$ cat config.mk
export PLATFORM = sky130hd
export DESIGN_NAME = key_press_hold_classifier_unit
export DESIGN_NICKNAME = d
export VERILOG_FILES = /design/src/design/kphc_pkg.sv /design/src/design/key_press_hold_classifier_unit.sv
export SDC_FILE = /design/constraint.sdc
export NUM_CORES = 1
export LEC_CHECK = 0
export BUFFER_PORTS_ARGS = -buffer_cell sky130_fd_sc_hd__buf_4
export CAP_MARGIN = 40
export CORE_ASPECT_RATIO = 1.5
export CORE_MARGIN = 2
export CORE_UTILIZATION = 50
export DETAILED_ROUTE_END_ITERATION = 7
export PLACE_DENSITY = 0.69
export SYNTH_ARGS = -nofsm -noshare
export SYNTH_HDL_FRONTEND = slang
export SYNTH_SLANG_ARGS = --single-unit
$ cat constraint.sdc
create_clock -name i_clk -period 4.36 [get_ports i_clk]
set_input_delay 0.218 -clock i_clk [delete_from_list [all_inputs] [get_ports i_clk]]
set_output_delay 0.218 -clock i_clk [all_outputs]
set_load 0.005 [all_outputs]
$ cat src/design/kphc_pkg.sv
// shared types and constants of the key press / hold classifier
// no dependencies; used by the top level and its checker
package kphc_pkg;

    // request, key code, timer and configuration port widths
    localparam int unsigned ACTION_W = 2;
    localparam int unsigned CODE_W   = 7;
    localparam int unsigned TIMER_W  = 8;
    localparam int unsigned FRAC_W   = 4;
    localparam int unsigned CFG_IDX_W  = 1;
    localparam int unsigned CFG_DATA_W = 8;

    // action codes of an input request
    typedef enum logic [ACTION_W-1:0] {
        ACT_TICK      = 2'd0,
        ACT_SAMPLE    = 2'd1,
        ACT_CLEAR     = 2'd2,
        ACT_WAIT_REL  = 2'd3
    } t_action;

    // configuration register indexes
    localparam logic [CFG_IDX_W-1:0] CFG_FAST_CLICK_LIMIT = 1'd0;
    localparam logic [CFG_IDX_W-1:0] CFG_CODE_MEMORY_TIME = 1'd1;

    // reset values of the configuration registers
    localparam logic [CODE_W-1:0]  FAST_CLICK_LIMIT_RST = 7'd3;
    localparam logic [TIMER_W-1:0] CODE_MEMORY_TIME_RST = 8'd10;

    // time base and code constants
    localparam logic [FRAC_W-1:0]  TENTH_LAST = 4'd9;
    localparam logic [TIMER_W-1:0] TIMER_MAX  = 8'd255;
    localparam logic [CODE_W-1:0]  HOLD_CAP   = 7'd99;
    localparam logic [CODE_W-1:0]  FAST_CODE  = 7'd100;
    localparam logic [CODE_W-1:0]  IDLE_CODE  = 7'd0;

endpackage

$ cat src/design/key_press_hold_classifier_unit.sv
// Key press / hold classifier: input register, one pass of logic, result register.
// A sample request's key code passes from the input register to the result register.
// Throughput: one request per cycle; only a sample waits, and only while the result
// register is full and stalled. Ticks, clears and waits give no result.
// Synchronous active-low reset: idle mode, cleared state, config registers 3 and 10.
// depends on kphc_pkg
module key_press_hold_classifier_unit (
    input  logic                                 i_clk,
    input  logic                                 i_rst_n,
    // configuration write port
    input  logic                                 i_cfg_we,
    input  logic [kphc_pkg::CFG_IDX_W-1:0]       i_cfg_index,
    input  logic [kphc_pkg::CFG_DATA_W-1:0]      i_cfg_data,
    // request channel
    input  logic                                 i_valid,
    output logic                                 o_stall,
    input  logic [kphc_pkg::ACTION_W-1:0]        i_action,
    input  logic                                 i_key_level,
    // result channel
    output logic                                 o_valid,
    input  logic                                 i_stall,
    output logic [kphc_pkg::CODE_W-1:0]          o_key_code
);
    import kphc_pkg::*;

    typedef enum logic [1:0] {
        MODE_IDLE     = 2'd0,
        MODE_HELD     = 2'd1,
        MODE_MEMORY   = 2'd2,
        MODE_WAIT_LOW = 2'd3
    } t_mode;

    // configuration registers
    logic [CODE_W-1:0]  r_fast_click_limit;
    logic [TIMER_W-1:0] r_code_memory_time;

    // input register
    logic               r_in_valid;
    t_action            r_action;
    logic               r_key;

    // classifier state
    t_mode              r_mode,        n_mode;
    logic               r_last_level,  n_last_level;
    logic [CODE_W-1:0]  r_held_code,   n_held_code;
    logic [FRAC_W-1:0]  r_tick_frac,   n_tick_frac;
    logic [TIMER_W-1:0] r_hold_tenths, n_hold_tenths;

    // result register
    logic               r_out_valid;
    logic [CODE_W-1:0]  r_out_code,    n_out_code;

    logic               out_free;
    logic               is_sample;
    logic               advance;
    logic               in_accept;
    logic [CODE_W-1:0]  hold_code;
    logic [CODE_W-1:0]  hold_code_m1;
    logic [FRAC_W-1:0]  frac_inc;

    // handshake control
    assign out_free  = !r_out_valid || !i_stall;
    assign is_sample = (r_action == ACT_SAMPLE);
    assign advance   = r_in_valid && (!is_sample || out_free);
    assign o_stall   = r_in_valid && !advance;
    assign in_accept = i_valid && !o_stall;

    // hold time plus one, capped
    assign hold_code    = (r_hold_tenths >= TIMER_W'(HOLD_CAP - 7'd1)) ? HOLD_CAP
                        : r_hold_tenths[CODE_W-1:0] + 7'd1;
    assign hold_code_m1 = hold_code - 7'd1;
    assign frac_inc     = r_tick_frac + 4'd1;

    // next state of the classifier for the request in the input register
    always_comb begin
        n_mode        = r_mode;
        n_last_level  = r_last_level;
        n_held_code   = r_held_code;
        n_tick_frac   = r_tick_frac;
        n_hold_tenths = r_hold_tenths;
        n_out_code    = IDLE_CODE;
        case (r_action)
            ACT_TICK: begin
                n_tick_frac = frac_inc;
                if (frac_inc > TENTH_LAST) begin
                    n_tick_frac = '0;
                    if (r_hold_tenths < TIMER_MAX) begin
                        n_hold_tenths = r_hold_tenths + 8'd1;
                    end
                end
            end
            ACT_SAMPLE: begin
                case (r_mode)
                    MODE_IDLE: begin
                        n_last_level = r_key;
                        if (!r_last_level && r_key) begin
                            n_tick_frac   = '0;
                            n_hold_tenths = '0;
                            n_mode        = MODE_HELD;
                        end
                    end
                    MODE_HELD: begin
                        n_held_code = hold_code;
                        n_out_code  = hold_code;
                        if (r_last_level && !r_key) begin
                            n_last_level  = 1'b0;
                            n_tick_frac   = '0;
                            n_hold_tenths = '0;
                            n_mode        = MODE_MEMORY;
                            if (hold_code_m1 < r_fast_click_limit) begin
                                n_held_code = FAST_CODE;
                                n_out_code  = FAST_CODE;
                            end
                        end
                    end
                    MODE_MEMORY: begin
                        if ((r_hold_tenths > 8'd1 && !r_last_level && r_key) ||
                            r_hold_tenths >= r_code_memory_time) begin
                            n_mode = MODE_IDLE;
                        end else begin
                            n_out_code = r_held_code;
                        end
                    end
                    default: begin
                        if (!r_key) begin
                            n_last_level = 1'b0;
                            n_mode       = MODE_IDLE;
                        end
                    end
                endcase
            end
            ACT_CLEAR: begin
                n_last_level = 1'b0;
                n_mode       = MODE_IDLE;
                n_held_code  = IDLE_CODE;
            end
            default: begin
                n_mode      = MODE_WAIT_LOW;
                n_held_code = IDLE_CODE;
            end
        endcase
    end

    // configuration, state, input and result registers
    always_ff @(posedge i_clk) begin
        if (!i_rst_n) begin
            r_fast_click_limit <= FAST_CLICK_LIMIT_RST;
            r_code_memory_time <= CODE_MEMORY_TIME_RST;
            r_in_valid         <= 1'b0;
            r_out_valid        <= 1'b0;
            r_mode             <= MODE_IDLE;
            r_last_level       <= 1'b0;
            r_held_code        <= IDLE_CODE;
            r_tick_frac        <= '0;
            r_hold_tenths      <= '0;
        end else begin
            // configuration writes
            if (i_cfg_we) begin
                case (i_cfg_index)
                    CFG_FAST_CLICK_LIMIT: r_fast_click_limit <= i_cfg_data[CODE_W-1:0];
                    CFG_CODE_MEMORY_TIME: r_code_memory_time <= i_cfg_data;
                    default: ;
                endcase
            end
            // input register
            if (in_accept) begin
                r_in_valid <= 1'b1;
            end else if (advance) begin
                r_in_valid <= 1'b0;
            end
            // state update
            if (advance) begin
                r_mode        <= n_mode;
                r_last_level  <= n_last_level;
                r_held_code   <= n_held_code;
                r_tick_frac   <= n_tick_frac;
                r_hold_tenths <= n_hold_tenths;
            end
            // result register
            if (advance && is_sample) begin
                r_out_valid <= 1'b1;
            end else if (!i_stall) begin
                r_out_valid <= 1'b0;
            end
        end
    end

    // payload registers
    always_ff @(posedge i_clk) begin
        if (in_accept) begin
            r_action <= t_action'(i_action);
            r_key    <= i_key_level;
        end
        if (advance && is_sample) begin
            r_out_code <= n_out_code;
        end
    end

    assign o_valid    = r_out_valid;
    assign o_key_code = r_out_code;

endmodule

==> reports/summary.txt <==
Slowest stage delay, CP: 0.57 ns
Synthesized area: 2929 µm²
R2R Path Start: r_hold_tenths[7]$_SDFFE_PN0P_
# IOs: 26
Post-synth EDFFs: 10
Max clock buf depth: 2
Worst-margin pin slew: 0.6184 ns
Final Hold Vio Count: 0
Clock transition at path regs: 0.10 ns
Initial DRC Count: 111
Port Buf Inserts: 25
Crit path cell chain: or4_4 > o32a_1 > nor2_2 > ha_1 > and3_1 > xnor2_1 > o21ai_0 > ha_1 > a211oi_1 > nor2_1 > nor3_1 > nor2_2 > a32o_1
H-tree Lvls: 2
Sink Count: 49
Row Count: 34
GRT Residual Overflow: 0
Commonest cells in the synthesized netlist: 45 x nand2_1, 39 x dfxtp_1, 25 x ha_1
Post-Syn Instances: 336
Post-Synth Adder-Cell Area: 10.68%
Syn Nets: 378
WP data arrival: 4.07 ns
Critical-path top delay cell: or4_4
Total GRT Usage: 21.20%
Max VDD drop: 0.1578 mV
Hold path startpoint: i_key_level
Initial antenna violation count: 0
Layout cells sized above 1: 12.53%
Compound-gate portion of the synthesized area: 16.57%
Setup_tns: 0 ns
Clk_skew: 0.007864 ns
Post-CTS resize count: 0
CP startpoint kind: flop
Xor/xnor share of the synthesized area: 5.083%
P&R area growth vs syn: 11.11%
Lkg Pwr: 1.297 nW
Avg WL per Cell: 14.45 µm
Endpoint type of the worst setup path: flop
Worst hold path endpoint: r_key$_DFFE_PP_
Critical Path Fanout Max: 12
Max-cap violation count: 0
Status: completed
RD Place Congestion: 0.8586
Skew-Pair Late Insertion Delay: 0.32 ns
Largest net degree at the start of global routing: 40
Largest area contributor in the netlist: dfxtp_1
Syn Area/Cell: 8.717 µm²
First-pass GRT wire length: 10,760 µm
Core region area: 5743 µm²
Netlist cell types: 56
Synth async-reset ratio: 0%
Top FF cell, synth: dfxtp_1
Final setup margin: 0.3689 ns
R2r setup slk: 0.37 ns
Fin. max-slew vios: 0
Required time of the critical path: 4.44 ns
Post-synthesis mux area share: 0.3417%
Starting Density: 51.00%
Simple-gate area share of the yosys netlist: 25.72%
ANT cells: 0
Worst Setup Path Type: reg -> reg
Normalized max-slew margin: 58.69%
HPWL Detailed: 4725 µm
Die Y: 97.74 µm
Drt pass-1 iters: 4
Top cells by area, synth: dfxtp_1 27%, ha_1 11%, edfxtp_1 10%
# hold bufs at CTS: 0
Die area: 6499 µm²
Dpl ws: 0.3934 ns
Maximum clock rate: 250.6 MHz
RR Endpoint: o_key_code[3]$_SDFFCE_PN0P_
Vias: 2,409
Die extent in x: 66.50 µm
CTS tree: yes
PD cells: 273.6 nW/µm²
Final Power: 0.8906 mW
Sequential area share after synthesis: 36.91%
RSZ-0062 raised after global routing: false
Synth top area share: 26.66%
Cts bufs inserted: 5
Layout net count: 400
Number of global-route vias before repair: 2,388
# Post-CTS Setup Buffers: 0
Yosys warns: 0
Worst Hold Depth: 1
Largest family of logic cells by synthesized area: simple AND/OR/NAND/NOR gates
Vias per inst: 5.589
Worst R2R Path Depth: 13
Post-route clock period utilization: 91.54%
Drt drc: 0
Synth Register Bits: 49
Count leader, synth: nand2_1
Final Setup Violations: 0
Hold WC Path Type: in -> reg
Fillers: 548
Antenna viol nets, final: 0
CTS root buffer: clkbuf_8
Post-layout min period: 3.991 ns
Post-Route WL: 6228 µm
[logic make-up (layout without fill, tap and decap cells)]
logic type	after synthesis	after routing
simple gates	142	142
fa+ha+maj	25	25
buf+inv	33	56
xor+xnor	17	17
compound gates	69	69
mux	1	1
flops	49	49
[power breakdown]
group	internal [mW]	switching, mW
combinational	0.0494	0.0677
clock	0.117	0.172
sequential	0.475	0.00960
[stage by stage]
step                      hold WS [ns]  instances  utilization, %  instance area [µm²]
after floorplan                 0.3169        336               -                 2929
final                          0.07656        431           56.67                 3254
after detailed placement        0.3973        423           55.01                 3159
after global routing           0.05956        431           56.67                 3254
after global placement          0.3961        423           55.01                 3159
after CTS                      0.06452        431           56.67                 3254
[metal layers]
layer | part of all wire, % | vias to the layer above | wire length (µm) | track usage (%)
li1 | - | 1226 | - | -
met1 | 43 | 1141 | 2677 | 24.98
met2 | 53 | 34 | 3311 | 37.92
met3 | 2.0 | 8 | 125 | 3.111
met4 | 1.8 | 0 | 113 | 7.692
met5 | 0 | - | 0 | 0
[cell type report]
cell class | instances | area (µm²) | share of cell area (%)
clock buffers | 5 | 68.82 | 2.115
flip-flops and latches | 49 | 1081 | 33.22
clock inverters | 3 | 26.28 | 0.8074
well taps | 72 | 90.09 | 2.768
repair buffers | 26 | 195.2 | 5.998
inverters | 22 | 82.58 | 2.537
multi-input cells | 254 | 1710 | 52.56
[flip-flops by register name (all words and copies together) (netlist names)]
| signal | count |
|---|---|
| r_held_code | 7 |
| o_valid | 1 |
| o_key_code | 7 |
| r_last_level | 1 |
| r_code_memory_time | 8 |
| r_fast_click_limit | 7 |
| r_mode | 2 |
| r_action | 2 |
| r_hold_tenths | 8 |
| r_in_valid | 1 |
| r_key | 1 |
| r_tick_frac | 4 |
[cells in the final DEF (no fill, tap or decap), types with 6 or more instances in the layout]
master / count
and3_1: 6
nand2b_1: 8
xor2_1: 6
buf_4: 26
xnor2_1: 11
edfxtp_1: 10
nor2_1: 15
a21boi_0: 13
dfxtp_1: 39
nor3_1: 8
inv_1: 22
o21ai_0: 9
and2_1: 6
nand3_1: 20
nand2_1: 45
a21oi_1: 8
ha_1: 25
[worst max-delay path: cells and delay by family, from the launching register on]
family,cells,cell delay (ns)
AO/OA/AOI/OAI,4,1.19
adder cells (fa/ha/maj),2,0.50
AND/OR/NAND/NOR,6,1.62
flip-flops,1,0.38
XOR/XNOR,1,0.07
[worst max-delay path by stage]
stage	from	end	slack, ns	depth (start not counted)
after floorplan	r_hold_tenths[7]$_SDFFE_PN0P_	o_key_code[5]$_SDFFCE_PN0P_	0.77	16
after global placement	r_hold_tenths[7]$_SDFFE_PN0P_	o_key_code[4]$_SDFFCE_PN0P_	0.53	13
after detailed placement	r_hold_tenths[7]$_SDFFE_PN0P_	o_key_code[3]$_SDFFCE_PN0P_	0.39	13
after CTS	r_hold_tenths[7]$_SDFFE_PN0P_	o_key_code[3]$_SDFFCE_PN0P_	0.37	13
after global routing	r_hold_tenths[7]$_SDFFE_PN0P_	o_key_code[3]$_SDFFCE_PN0P_	0.08	13
final	r_hold_tenths[7]$_SDFFE_PN0P_	o_key_code[3]$_SDFFCE_PN0P_	0.37	13
(Power assumes the default switching activity.)
